==> src/sv/arpc_pkg.sv <==
// arpc_pkg: shared types and constants of the arp cache and responder
`timescale 1ns / 1ps
`default_nettype none

package arpc_pkg;

  // cache geometry
  localparam int unsigned CACHE_ENTRIES = 4;
  localparam int unsigned CacheIdxW     = (CACHE_ENTRIES > 1) ? $clog2(CACHE_ENTRIES) : 1;

  // arp header constants, wire order
  localparam logic [15:0] MinArpLen  = 16'd28;
  localparam logic [15:0] HwEthernet = 16'h0001;
  localparam logic [15:0] ProtoIpv4  = 16'h0800;
  localparam logic [15:0] OpRequest  = 16'd1;
  localparam logic [15:0] OpResponse = 16'd2;

  // configuration port
  localparam int unsigned CfgDataW = 48;

  typedef enum logic {
    REG_OWN_MAC = 1'b0,
    REG_OWN_IP  = 1'b1
  } reg_idx_e;

  typedef enum logic {
    FUNC_RESOLVE = 1'b0,
    FUNC_RX_MSG  = 1'b1
  } func_e;

  typedef enum logic [1:0] {
    TX_NONE    = 2'd0,
    TX_REQUEST = 2'd1,
    TX_REPLY   = 2'd2
  } tx_kind_e;

  // input beat
  typedef struct packed {
    logic        func;
    logic [31:0] query_ip;
    logic [15:0] frame_len;
    logic [15:0] hw_type;
    logic [15:0] proto_code;
    logic [15:0] op_code;
    logic [47:0] sender_mac;
    logic [31:0] sender_ip;
    logic [31:0] target_ip;
  } arpc_req_t;

  // result beat
  typedef struct packed {
    logic        hit;
    logic [47:0] resolved_mac;
    tx_kind_e    tx_kind;
    logic [47:0] tx_target_mac;
    logic [31:0] tx_target_ip;
    logic        cache_written;
  } arpc_res_t;

  // cache insert request
  typedef struct packed {
    logic        en;
    logic [31:0] ip;
    logic [47:0] mac;
  } arpc_wr_t;

  // cache lookup answer
  typedef struct packed {
    logic        hit;
    logic [47:0] mac;
  } arpc_hit_t;

endpackage

`default_nettype wire

==> src/sv/arpc_cache.sv <==
// arpc_cache: ip to mac cache with parallel lookup and round-robin insert
`timescale 1ns / 1ps
`default_nettype none

module arpc_cache import arpc_pkg::*; (
  input  wire logic        clk_i,
  input  wire logic        rst_ni,
  input  wire logic [31:0] lookup_ip_i,
  output arpc_hit_t        lookup_o,
  input  wire arpc_wr_t    wr_i
);

  logic [31:0]          entry_ip_q  [CACHE_ENTRIES];
  logic [47:0]          entry_mac_q [CACHE_ENTRIES];
  logic [CacheIdxW-1:0] ptr_q, ptr_d;

  // first match in index order wins: scan from the top so lower entries override
  always_comb begin
    lookup_o = '0;
    for (int i = CACHE_ENTRIES - 1; i >= 0; i--) begin
      if (entry_ip_q[i] == lookup_ip_i) begin
        lookup_o.hit = 1'b1;
        lookup_o.mac = entry_mac_q[i];
      end
    end
  end

  // round-robin insert pointer
  always_comb begin
    ptr_d = ptr_q;
    if (wr_i.en) begin
      if (ptr_q == CacheIdxW'(CACHE_ENTRIES - 1)) begin
        ptr_d = '0;
      end else begin
        ptr_d = ptr_q + CacheIdxW'(1);
      end
    end
  end

  // entries reset to zero, so ip zero hits with mac zero
  always_ff @(posedge clk_i or negedge rst_ni) begin
    if (!rst_ni) begin
      ptr_q <= '0;
      for (int i = 0; i < CACHE_ENTRIES; i++) begin
        entry_ip_q[i]  <= '0;
        entry_mac_q[i] <= '0;
      end
    end else begin
      ptr_q <= ptr_d;
      if (wr_i.en) begin
        entry_ip_q[ptr_q]  <= wr_i.ip;
        entry_mac_q[ptr_q] <= wr_i.mac;
      end
    end
  end

`ifndef ASSERT_OFF
  // an insert lands at the slot the pointer named
  a_insert_lands: assert property (@(posedge clk_i) disable iff (!rst_ni)
    wr_i.en |=> (entry_ip_q[$past(ptr_q)] == $past(wr_i.ip)) &&
                (entry_mac_q[$past(ptr_q)] == $past(wr_i.mac)))
    else $error("cache insert did not land at the insert pointer");

  // the pointer only moves on an insert
  a_ptr_hold: assert property (@(posedge clk_i) disable iff (!rst_ni)
    !wr_i.en |=> $stable(ptr_q))
    else $error("insert pointer moved without an insert");

  // an insert never duplicates an ip that is already cached
  a_no_dup: assert property (@(posedge clk_i) disable iff (!rst_ni)
    wr_i.en && (wr_i.ip == lookup_ip_i) |-> !lookup_o.hit)
    else $error("insert of an ip that is already cached");
`endif

endmodule

`default_nettype wire

==> src/sv/arp_cache_and_responder.sv <==
// arp_cache_and_responder: arp offload engine with a small ip to mac cache
//
//   channel   ports                                 handshake
//   -------   -----------------------------------   ---------------------------------
//   input     start, busy, req_i                    beat taken when start && !busy
//   result    res_valid_o, res_o                    beat shown for one cycle, no stall
//   config    cfg_we_i, cfg_idx_i, cfg_wdata_i      write taken when cfg_we_i
//
// one beat is taken every cycle; busy is always low
// a result passes through the input register, then a single
//   compare against all cache entries in parallel and the result register
// back-to-back beats see each other's cache inserts in order
// reset clears the cache, the insert pointer, own ip and the pipeline valids
// the receiver cannot stall, so nothing is ever held back
`timescale 1ns / 1ps
`default_nettype none

module arp_cache_and_responder import arpc_pkg::*; (
  input  wire logic                clk_i,
  input  wire logic                rst_ni,
  input  wire logic                start,
  output      logic                busy,
  input  wire arpc_req_t           req_i,
  output      logic                res_valid_o,
  output      arpc_res_t           res_o,
  input  wire logic                cfg_we_i,
  input  wire logic                cfg_idx_i,
  input  wire logic [CfgDataW-1:0] cfg_wdata_i
);

  // own mac is needed only by the frame builder; writes to it are dropped here
  logic [31:0] own_ip_q;

  arpc_req_t in_q;
  logic      in_valid_q;
  arpc_res_t res_q, res_d;
  logic      res_valid_q;

  logic      msg_ok;
  arpc_hit_t look;
  arpc_wr_t  wr;

  assign busy = 1'b0;

  // configuration writes
  always_ff @(posedge clk_i or negedge rst_ni) begin
    if (!rst_ni) begin
      own_ip_q <= '0;
    end else if (cfg_we_i) begin
      unique case (reg_idx_e'(cfg_idx_i))
        REG_OWN_MAC: ;
        REG_OWN_IP:  own_ip_q <= cfg_wdata_i[31:0];
        default:     ;
      endcase
    end
  end

  // input register
  always_ff @(posedge clk_i or negedge rst_ni) begin
    if (!rst_ni) begin
      in_valid_q <= 1'b0;
    end else begin
      in_valid_q <= start && !busy;
    end
  end

  always_ff @(posedge clk_i) begin
    if (start && !busy) begin
      in_q <= req_i;
    end
  end

  // cache lookup on the query ip or the sender ip
  arpc_cache u_cache (
    .clk_i       (clk_i),
    .rst_ni      (rst_ni),
    .lookup_ip_i ((in_q.func == FUNC_RX_MSG) ? in_q.sender_ip : in_q.query_ip),
    .lookup_o    (look),
    .wr_i        (wr)
  );

  // message acceptance checks
  assign msg_ok = (in_q.frame_len >= MinArpLen) && (in_q.hw_type == HwEthernet) &&
                  (in_q.proto_code == ProtoIpv4) && (in_q.target_ip == own_ip_q);

  // insert on a valid response from an ip not yet cached
  always_comb begin
    wr.en  = in_valid_q && (in_q.func == FUNC_RX_MSG) && msg_ok &&
             (in_q.op_code == OpResponse) && !look.hit;
    wr.ip  = in_q.sender_ip;
    wr.mac = in_q.sender_mac;
  end

  // result beat
  always_comb begin
    res_d = '0;
    res_d.tx_kind = TX_NONE;
    if (in_q.func == FUNC_RESOLVE) begin
      if (look.hit) begin
        res_d.hit          = 1'b1;
        res_d.resolved_mac = look.mac;
      end else begin
        res_d.tx_kind      = TX_REQUEST;
        res_d.tx_target_ip = in_q.query_ip;
      end
    end else if (msg_ok && (in_q.op_code == OpRequest)) begin
      res_d.tx_kind       = TX_REPLY;
      res_d.tx_target_mac = in_q.sender_mac;
      res_d.tx_target_ip  = in_q.sender_ip;
    end else begin
      res_d.cache_written = wr.en;
    end
  end

  // result register
  always_ff @(posedge clk_i or negedge rst_ni) begin
    if (!rst_ni) begin
      res_valid_q <= 1'b0;
    end else begin
      res_valid_q <= in_valid_q;
    end
  end

  always_ff @(posedge clk_i) begin
    if (in_valid_q) begin
      res_q <= res_d;
    end
  end

  assign res_valid_o = res_valid_q;
  assign res_o       = res_q;

`ifndef ASSERT_OFF
  // every beat held in the input register gives exactly one result in the next cycle
  a_one_result: assert property (@(posedge clk_i) disable iff (!rst_ni)
    in_valid_q |=> res_valid_q)
    else $error("accepted beat produced no result");

  a_no_extra: assert property (@(posedge clk_i) disable iff (!rst_ni)
    !in_valid_q |=> !res_valid_q)
    else $error("result without an accepted beat");

  // a hit sends nothing and writes nothing
  a_hit_quiet: assert property (@(posedge clk_i) disable iff (!rst_ni)
    res_valid_q && res_q.hit |-> (res_q.tx_kind == TX_NONE) && !res_q.cache_written)
    else $error("hit result with a send or a cache write");

  // nothing to send means no target fields
  a_none_zero: assert property (@(posedge clk_i) disable iff (!rst_ni)
    res_valid_q && (res_q.tx_kind == TX_NONE) |->
      (res_q.tx_target_ip == '0) && (res_q.tx_target_mac == '0))
    else $error("target fields set with nothing to send");
`endif

endmodule

`default_nettype wire
==> config.mk <==
export PLATFORM = sky130hd
export DESIGN_NAME = arp_cache_and_responder
export DESIGN_NICKNAME = d
export VERILOG_FILES = /design/src/sv/arpc_pkg.sv /design/src/sv/arpc_cache.sv /design/src/sv/arp_cache_and_responder.sv
export SDC_FILE = /design/constraint.sdc
export NUM_CORES = 1
export LEC_CHECK = 0
export BUFFER_PORTS_ARGS = -buffer_cell sky130_fd_sc_hd__buf_2
export CAP_MARGIN = 20
export CELL_PAD_IN_SITES_DETAIL_PLACEMENT = 0
export CELL_PAD_IN_SITES_GLOBAL_PLACEMENT = 1
export CORE_ASPECT_RATIO = 1.4
export CORE_MARGIN = 2
export CORE_UTILIZATION = 35
export CTS_CLUSTER_SIZE = 16
export DETAILED_ROUTE_END_ITERATION = 16
export GPL_ROUTABILITY_DRIVEN = 0
export HOLD_SLACK_MARGIN = 0.06
export PLACE_DENSITY = 0.63
export REMOVE_ABC_BUFFERS = 1
export SETUP_SLACK_MARGIN = 0.15
export SYNTH_ARGS = -nofsm -noshare
export SYNTH_HDL_FRONTEND = slang
export SYNTH_SLANG_ARGS = --single-unit
==> constraint.sdc <==
create_clock -name clk_i -period 12.5 [get_ports clk_i]
set_input_delay 0.625 -clock clk_i [delete_from_list [all_inputs] [get_ports clk_i]]
set_output_delay 0.625 -clock clk_i [all_outputs]
set_load 0.01 [all_outputs]
======== Word level (Yosys, flattened, before mapping) ========
Cells that the tools add are included.
word-level totals
  memory bits (writable) .................. 0
  output and inout port bits .............. 134
  bits in latches ......................... 0
  input bits .............................. 262
  word-level logic and storage cells ...... 76
  bits in read-only memories .............. 0
  register bits after elaboration ......... 697
  memories ................................ 0
cells by class
  divide/modulo/power cells ............... 0
  multiplexer cells ....................... 18
  $lt $le $gt $ge ......................... 3
  bitwise logic cells ..................... 3
  eq/ne operators ......................... 10
  shift operators ......................... 0
  reductions and logical operators ........ 14
  add/subtract/negate cells ............... 1
  multiply operators ...................... 0
operator list
  operator                                                                       count
  49-bit two-way mux                                                             5
  192-bit bitwise mux                                                            1
  32-bit equality test                                                           5
  128-bit bitwise mux                                                            1
  32-bit two-way mux                                                             4
  48-bit demux with 2-bit select                                                 1
  82-bit two-way mux                                                             1
  32-bit demux with 2-bit select                                                 1
  48-bit two-way mux                                                             1
  16-bit by 1-bit equality test with 1-bit output (second input constant)        2
  16-bit by 12-bit equality test with 1-bit output (second input constant)       1
  16-bit by 2-bit equality test with 1-bit output (second input constant)        1
  16-bit by 5-bit >= comparator with 1-bit output (second input constant)        1
  1-bit logical AND                                                              9
  2-bit two-way mux                                                              2
  2-bit AND reduction                                                            2
  2-bit OR reduction                                                             2
  3-bit >= comparator (second input constant)                                    1
  3-bit by 1-bit less-than comparator with 1-bit output (second input constant)  1
  2-bit NOT with 3-bit output                                                    1
  2-bit by 1-bit adder with 2-bit output (second input constant)                 1
  2-bit equality test (second input constant)                                    1
  1-bit NOT                                                                      2
  1-bit logical NOT                                                              1
  1-bit two-way mux                                                              1

======== Logic depth before layout (Yosys ltp) ========
Gate-level depths: netlist of run 1.
  depth in word-level cells ............... 8
  depth in mapped cells ................... 12
  gate-level depth less buffers ........... 8

======== Hierarchy ========
Synthesis of run 1 repeated with hierarchy kept, for this count alone.
second synthesis, totals
  cells, all modules ...................... 1982
  area, all modules ....................... 28838.9 um2
modules (own cells, without submodules)
  module                   instances  seq. area each (um2)  area each (um2)  cells each
  arpc_cache               1          8057.7                15035.7          1190
  arp_cache_and_responder  1          11030.6               13803.2          792

======== Least setup slack after synthesis of run 1 ========
OpenSTA, ideal clock, no wires.
  kind .................................... register -> register
  start ................................... reg in_valid_q
  end ..................................... reg u_cache.entry_ip_q[32] in the netlist's numbering
  library setup time ...................... 0.127 ns
  arrival time ............................ 4.278 ns
  stages on the path, launching flop included .. 6
  setup slack ............................. 8.094 ns
  path through ............................ dfrtp_1 > nor2b_1 > and3_1 > nand3_4 > buf_6 > mux2_1
between the ends
  cells in the longest elaborated chain, start to end .. 4
ends and longest elaborated chain
  item                             RTL line                       text
  start: declaration               arp_cache_and_responder.sv:35  logic in_valid_q;
  start signal: assignment         arp_cache_and_responder.sv:63  in_valid_q <= start && !busy;
  1-bit logical AND (3 in series)  arp_cache_and_responder.sv:88  wr.en = in_valid_q && (in_q.func == FUNC_RX_MSG) && msg_ok &&
  1-bit logical AND                arp_cache_and_responder.sv:89  (in_q.op_code == OpResponse) && !look.hit;
  end signal: indexed assignment   arpc_cache.sv:51               entry_ip_q[ptr_q] <= wr_i.ip;
  end: declaration                 arpc_cache.sv:13               logic [31:0] entry_ip_q [CACHE_ENTRIES];
Every way passes these cells.
A chain may end at the register's enable or synchronous reset.

======== Worst setup path in the final report of run 1 ========
  start ................................... reg in_q[208] in the netlist's numbering
  end ..................................... reg u_cache.entry_ip_q[35] in the netlist's numbering
between the ends
  cells in the longest elaborated chain, start to end .. 8
ends and longest elaborated chain
  item                              RTL line                       text
  start: declaration                arp_cache_and_responder.sv:34  arpc_req_t in_q;
  start signal: assignment          arp_cache_and_responder.sv:69  in_q <= req_i;
  32-bit two-way mux                arp_cache_and_responder.sv:77  .lookup_ip_i ((in_q.func == FUNC_RX_MSG) ? in_q.sender_ip : in_q.query_ip),
  32-bit equality test              arpc_cache.sv:21               if (entry_ip_q[i] == lookup_ip_i) begin
  49-bit two-way mux (4 in series)  arpc_cache.sv:21
  1-bit logical NOT                 arp_cache_and_responder.sv:89
  1-bit logical AND (*)             arp_cache_and_responder.sv:89
Every way passes the cells marked *; elsewhere a longest branch is shown, timed or not.

==> impl_metrics.toml, run 1 <==
[worst_setup_path]
worstSetupPathType = "reg -> reg"
cp.arrival_ns = 6.60
worst-path-max-fanout = 51
start_kind = "register"
crit_path_end_kind = "register"
reg2reg_depth = 12
cp.required_ns = 12.99

[sta]
setup_tns_ns = 0
relSlewSlack_pct = 32.0
fin_worst_skew_ns = 0.0231
finalHoldViolCount = 0
finalCritPeriodShare_pct = 48.9
maxSlewViolCount = 0
fmax_mhz = 164
rsz0062_at_grt = "no"
fin_ws_ns = 6.39
worst_slew_pin_slew_ns = 1.02
setup_viol = 0
period_needed_ns = 6.11

[drt]
postRouteAntennaNets = 0
drtPass1Iterations = 5
wl_um = 71900
drt_iter0_markers = 905
vias = 15800
drc = 0
wire_per_inst_um = 22.6
vias_per_cell = 4.99

[logic_synthesis]
synth_warnings = 0
ys.flop_type = "dfrtp_1"
yosysSeqAreaShare_pct = 67.8
syn_inst = 1662
synth_edf_count = 339
synthesis.area_mm2 = 0.0282
synth_cell_types = 41
yosys_register_bits = 695
synth_area_per_cell_um2 = 16.9
async_reset_ff_share_pct = 51.2

[grt]
grt_max_degree = 93
grt_pass1_wl_um = 109000
antenna_found_initial = 7
grt_overflow = 0
grt_pass1_vias = 17400
track_usage_pct = 17.4

[finish]
drive_above_1_share_pct = 31.5
layout_commonest_cell = "buf_2"
n_fill_cell = 7367
final_cell_mix = "buf_2 (374), dfrtp_1 (355), edfxtp_1 (339), mux2_1 (240), xnor2_1 (144)"
final_nets = 2316
syn_to_final_growth_pct = 18.7

[power]
internal_power_uw = 3920
vdd_drop_max_mv = 0.124
power_frac_seq_pct = 50.9
p_sw_uw = 1160
swShare_pct = 22.8
pwr-share-clk_pct = 43.4
power_density_mw_per_mm2 = 152
p_leak_uw = 0.0144
total_power_uw = 5080
pwr-share-comb_pct = 5.7

[placement]
post-dp-hpwl_um = 45000
port_buffers = 376
detailedPlace.worstSlack_ns = 6.11

[clock_tree]
numCtsBuffers = 74
cts_root_buf = "clkbuf_16"
clock_sinks = 695
cts_resized = 0
h-tree-depth = 3
cts.clk_slew.worst_paths_ns = 0.06
cts_tree = "built"
clock_latency_ns = 0.63
clk_path_buf_depth = 3

[floorplanning]
floorplan.initialDensity_pct = 35.2
num_rows = 123
die_y_um = 340
core-area_mm2 = 0.0800
die_x_um = 244
die_area_mm2 = 0.0828
num_io_pins = 396

[run_status]
status = "finished clean"

[run]
cap_violations = 0

[hold_path]
hold_path_class = "in -> reg"
hold_depth = 1
## worst paths after layout
kind	slack [ns]	end	start
hold reg to reg	0.48	u_cache.entry_mac_q[100]	u_cache.entry_mac_q[100]
setup / recovery	6.39	u_cache.entry_ip_q[35]	in_q[208]
min in group asynchronous	0.61	u_cache.entry_mac_q[156]	rst_ni
setup reg to reg	6.39	u_cache.entry_ip_q[35]	in_q[208]
max in group asynchronous	9.67	own_ip_q[11]	rst_ni
hold / removal	0.17	in_q[191]	req_i[191]
## area by class of cell
class,count,area (um2),share of cell area [%]
Sequential cell,695,19100,57.1
Multi-Input combinational cell,872,8430,25.2
Clock inverter,36,362,1.08
Tap cell,1062,1330,3.97
Timing Repair Buffer,403,2130,6.36
Antenna cell,2,5.00,0.0150
Clock buffer,101,2080,6.21
Inverter,4,15.0,0.0449
## critical path, cell delays in order, from the launching register on
cell and delay (ns):
edfxtp_1 0.85, buf_4 0.65, mux2i_1 0.58, xnor2_1 0.19, nor4_1 0.49, nand4_1 0.32
nor2_4 0.14, buf_4 0.64, nor4_4 0.09, buf_4 0.25, nand3_4 0.59, buf_4 0.71
mux2_1 0.39
## power by group through the flow
stage | registers, uW | logic (uW) | clock network, uW
6_report | 2580 | 289 | 2200
5_1_grt | 2600 | 319 | 2370
4_1_cts | 2590 | 299 | 2280
3_5_place_dp | 2630 | 297 | 0
3_3_place_gp | 2630 | 294 | 0
2_1_floorplan | 2620 | 119 | 0
## layer usage
layer  GRT usage, %  wire length, um  up-vias
met5              0               55        -
met4           5.88             1950        8
met3           3.96             4460      115
met2           29.8            35700      485
met1           21.6            29800     8109
li1               -                -     7122
## cells by family after synthesis
family	count (synthesis)	synth area share (%)
DFF	695	67.8
AOI/OAI and AO/OA	129	4.57
adders and majority gates	4	0.178
muxes	386	15.6
buffers and inverters	95	2.40
xor gates and xnor gates	160	4.98
and+or+nand+nor	192	4.45
other	1	0.0133
## timing repair
item,CTS,global route
hold buffers,1,0
setup buffers,0,0
hold endpoints to repair,90,0
## cells in the mapped netlist, types with 2 or more instances
| master | n | share of area [%] |
|---|---|---|
| buf_8 | 9 | 0.48 |
| nor2_1 | 6 | 0.080 |
| clkbuf_1 | 36 | 0.48 |
| buf_4 | 12 | 0.32 |
| or3_1 | 48 | 1.1 |
| xnor2_1 | 144 | 4.5 |
| ha_1 | 4 | 0.18 |
| nand3_1 | 2 | 0.036 |
| mux2i_2 | 22 | 1.1 |
| nor3_1 | 4 | 0.071 |
| buf_2 | 6 | 0.11 |
| and2_1 | 48 | 1.1 |
| dfrtp_1 | 356 | 32 |
| mux2i_1 | 9 | 0.32 |
| edfxtp_1 | 339 | 36 |
| a32o_1 | 80 | 2.8 |
| a221o_1 | 48 | 1.7 |
| nor4_1 | 48 | 1.1 |
| and3_1 | 5 | 0.11 |
| nand3_4 | 3 | 0.19 |
| inv_1 | 3 | 0.040 |
| mux2_1 | 240 | 9.6 |
| buf_6 | 22 | 0.88 |
| mux2_2 | 114 | 4.6 |
| nand4_1 | 17 | 0.38 |
| nor4b_1 | 2 | 0.062 |
| xor2_1 | 16 | 0.50 |
| buf_1 | 6 | 0.080 |
## registers in the layout (all words and copies together) (netlist names)
name	count
u_cache.entry_ip_q	128
own_ip_q	32
res_o	132
in_q	207
res_valid_o	1
u_cache.entry_mac_q	192
in_valid_q	1
u_cache.ptr_q	2
## metrics by stage
stage / cell area (um2) / util, % / std cells / hold slack (ns)
after global routing: 33400 / 41.8 / 3173 / 0.138
after detailed placement: 31000 / 38.7 / 3034 / 0.474
final: 33400 / 41.8 / 3175 / 0.173
after global placement: 31000 / 38.7 / 3034 / 0.466
after CTS: 33400 / 41.7 / 3172 / 0.120
after floorplan: 27500 / - / 1571 / 0.329
Note: power is estimated with default switching activity, not from simulation.
==> run 2, diff against run 1 <==
clock period = 6.12 ns   (was 12.5 ns; I/O delays follow)
==> run 2 against run 1 <==
Net effect:
- routed wire length grew 3.0%
- total power grew 110%
- via count grew 5.9%
- clock-buffer cell count grew 2
- clock power grew 100%
- flip-flop and latch count is the same
- critical endpoint is now u_cache.entry_mac_q[2]
- largest power group unchanged
==> impl_metrics.toml, run 2 (synthesis results as in run 1) <==
[grt]
globalRouteMet3Util_pct = 4.02
grt_pass1_vias = 18500
grt_max_degree = 138
use_met2_pct = 31.9
grt_overflow = 0
track_usage_pct = 17.9
met1_usage_pct = 21.7
antenna_found_initial = 2
grt_pass1_wl_um = 112000
grt_busiest_layer = "met2"

[finish]
finish.instance_area_mm2 = 0.0359
multiInputGateArea_mm2 = 0.00843
layout_commonest_cell = "buf_2"
drive_above_1_share_pct = 28.0
regArea_mm2 = 0.0191
final_cell_mix = "buf_2 (374), dfrtp_1 (355), edfxtp_1 (339), mux2_1 (240), dlygate4sd3_1 (240)"
syn_to_final_growth_pct = 27.4
largest_register = "in_q"
largest_reg_flops = 207
final_nets = 2557
n_fill_cell = 7053

[sta]
fin_worst_skew_ns = 0.0179
worst_slew_pin_slew_ns = 1.04
fmax_mhz = 223
whs_ns = 0.204
finalHoldViolCount = 0
relSlewSlack_pct = 30.7
setup_viol = 0
period_needed_ns = 4.49
rsz0062_at_grt = "no"
maxSlewViolCount = 0
finalCritPeriodShare_pct = 73.3

[drt]
drc = 0
postRouteAntennaNets = 0
drtPass1Iterations = 5
wire_per_inst_um = 21.7
vias_per_cell = 4.92
drt_iter0_markers = 960
wl_um = 74100
vias = 16800

[clock_tree]
holdBufCountCts = 240
cts_resized = 0
cts_root_buf = "clkbuf_16"
clock_sinks = 695
cts_tree = "built"
numCtsBuffers = 73
cts_setup_buffers = 0
clk_path_buf_depth = 3
cts.clk_slew.worst_paths_ns = 0.06
clock_latency_ns = 0.61
h-tree-depth = 3

[hold_path]
hold_path_class = "in -> reg"

[power]
total_power_uw = 10500
p_sw_uw = 2350
pwr-share-comb_pct = 6.9
pwr-share-clk_pct = 42.8
swShare_pct = 22.4
vdd_drop_max_mv = 0.244
internal_power_uw = 8120
power_density_mw_per_mm2 = 292
power_frac_seq_pct = 50.3
p_leak_uw = 0.0154

[floorplanning]
core-area_mm2 = 0.0800
floorplan.initialDensity_pct = 35.2
die_x_um = 244
die_area_mm2 = 0.0828
num_io_pins = 396
die_y_um = 340
num_rows = 123

[placement]
post-dp-hpwl_um = 44800
port_buffers = 376
dpl_cell_area_mm2 = 0.0311

[worst_setup_path]
cp.arrival_ns = 4.97
crit_path_end_kind = "register"
cp.required_ns = 6.60
start_kind = "register"
worstSetupPathType = "reg -> reg"
worst-path-max-fanout = 56

[run]
cap_violations = 0

[run_status]
status = "finished clean"
-- run 2: cell count changes in the layout (fill, tap and decap cells not counted), sizes merged --
cell         delta
buf             +3
bufinv          +3
clkbuf          +2
clkinv          -9
clkinvlp        -2
dlygate4sd3   +239
inv             +1
-- run 2: worst max-delay path, cell delays in order, from the launching register on --
cell and delay, ns:
edfxtp_1 0.37, buf_12 0.34, mux2i_1 0.53, xnor2_1 0.12, nor4_1 0.57, nand4_1 0.29
nor2_1 0.44, nor4_4 0.13, buf_4 0.23, nand3_4 0.08, buf_4 0.78, mux2_1 0.40
-- run 2: final timing paths --
kind                                       endpoint  slack, ns  depth (start not counted)                     start
max reg2reg                  u_cache.entry_mac_q[2]       1.63                         11                 in_q[208]
min                                         in_q[0]       0.20                          1                     start
min reg2reg                u_cache.entry_mac_q[106]       0.48                          1  u_cache.entry_mac_q[106]
max                          u_cache.entry_mac_q[2]       1.63                         11                 in_q[208]
max in group asynchronous    u_cache.entry_mac_q[4]       4.50                          3                    rst_ni
min in group asynchronous  u_cache.entry_mac_q[156]       0.31                          2                    rst_ni
-- run 2: layer usage --
| layer | part of all wire, % | up-vias |
|---|---|---|
| met5 | 0.0095 | - |
| met4 | 2.1 | 2 |
| met3 | 5.9 | 105 |
| met2 | 51 | 493 |
| met1 | 41 | 8577 |
| li1 | - | 7603 |
-- run 2: final cells by class --
cell class              instances  share of cell area (%)
clock buffers                 103                    5.60
repair buffers                645                    12.9
flip-flops and latches        695                    53.2
inverters                       4                  0.0418
multi-input cells             872                    23.5
diodes                          2                  0.0139
clock inverters                29                    1.01
well taps                    1062                    3.70
-- run 2: power by group through the flow --
stage | combinational, uW | sequential [uW] | clock [uW]
global route | 789 | 5300 | 4800
CTS | 736 | 5280 | 4630
detailed placement | 610 | 5370 | 0
global placement | 606 | 5360 | 0
finish | 723 | 5270 | 4480
floorplan | 243 | 5360 | 0
-- run 2: stage by stage --
step | setup TNS [ns] | cells | setup WS, ns | util [%]
finish | 0 | 3412 | 1.63 | 44.8
global route | 0 | 3410 | 1.44 | 44.8
CTS | 0 | 3409 | 1.59 | 44.8
detailed placement | 0 | 3037 | 1.60 | 38.8
global placement | 0 | 3037 | 1.68 | 38.8
floorplan | -366.01 | 1571 | -2.16 | -
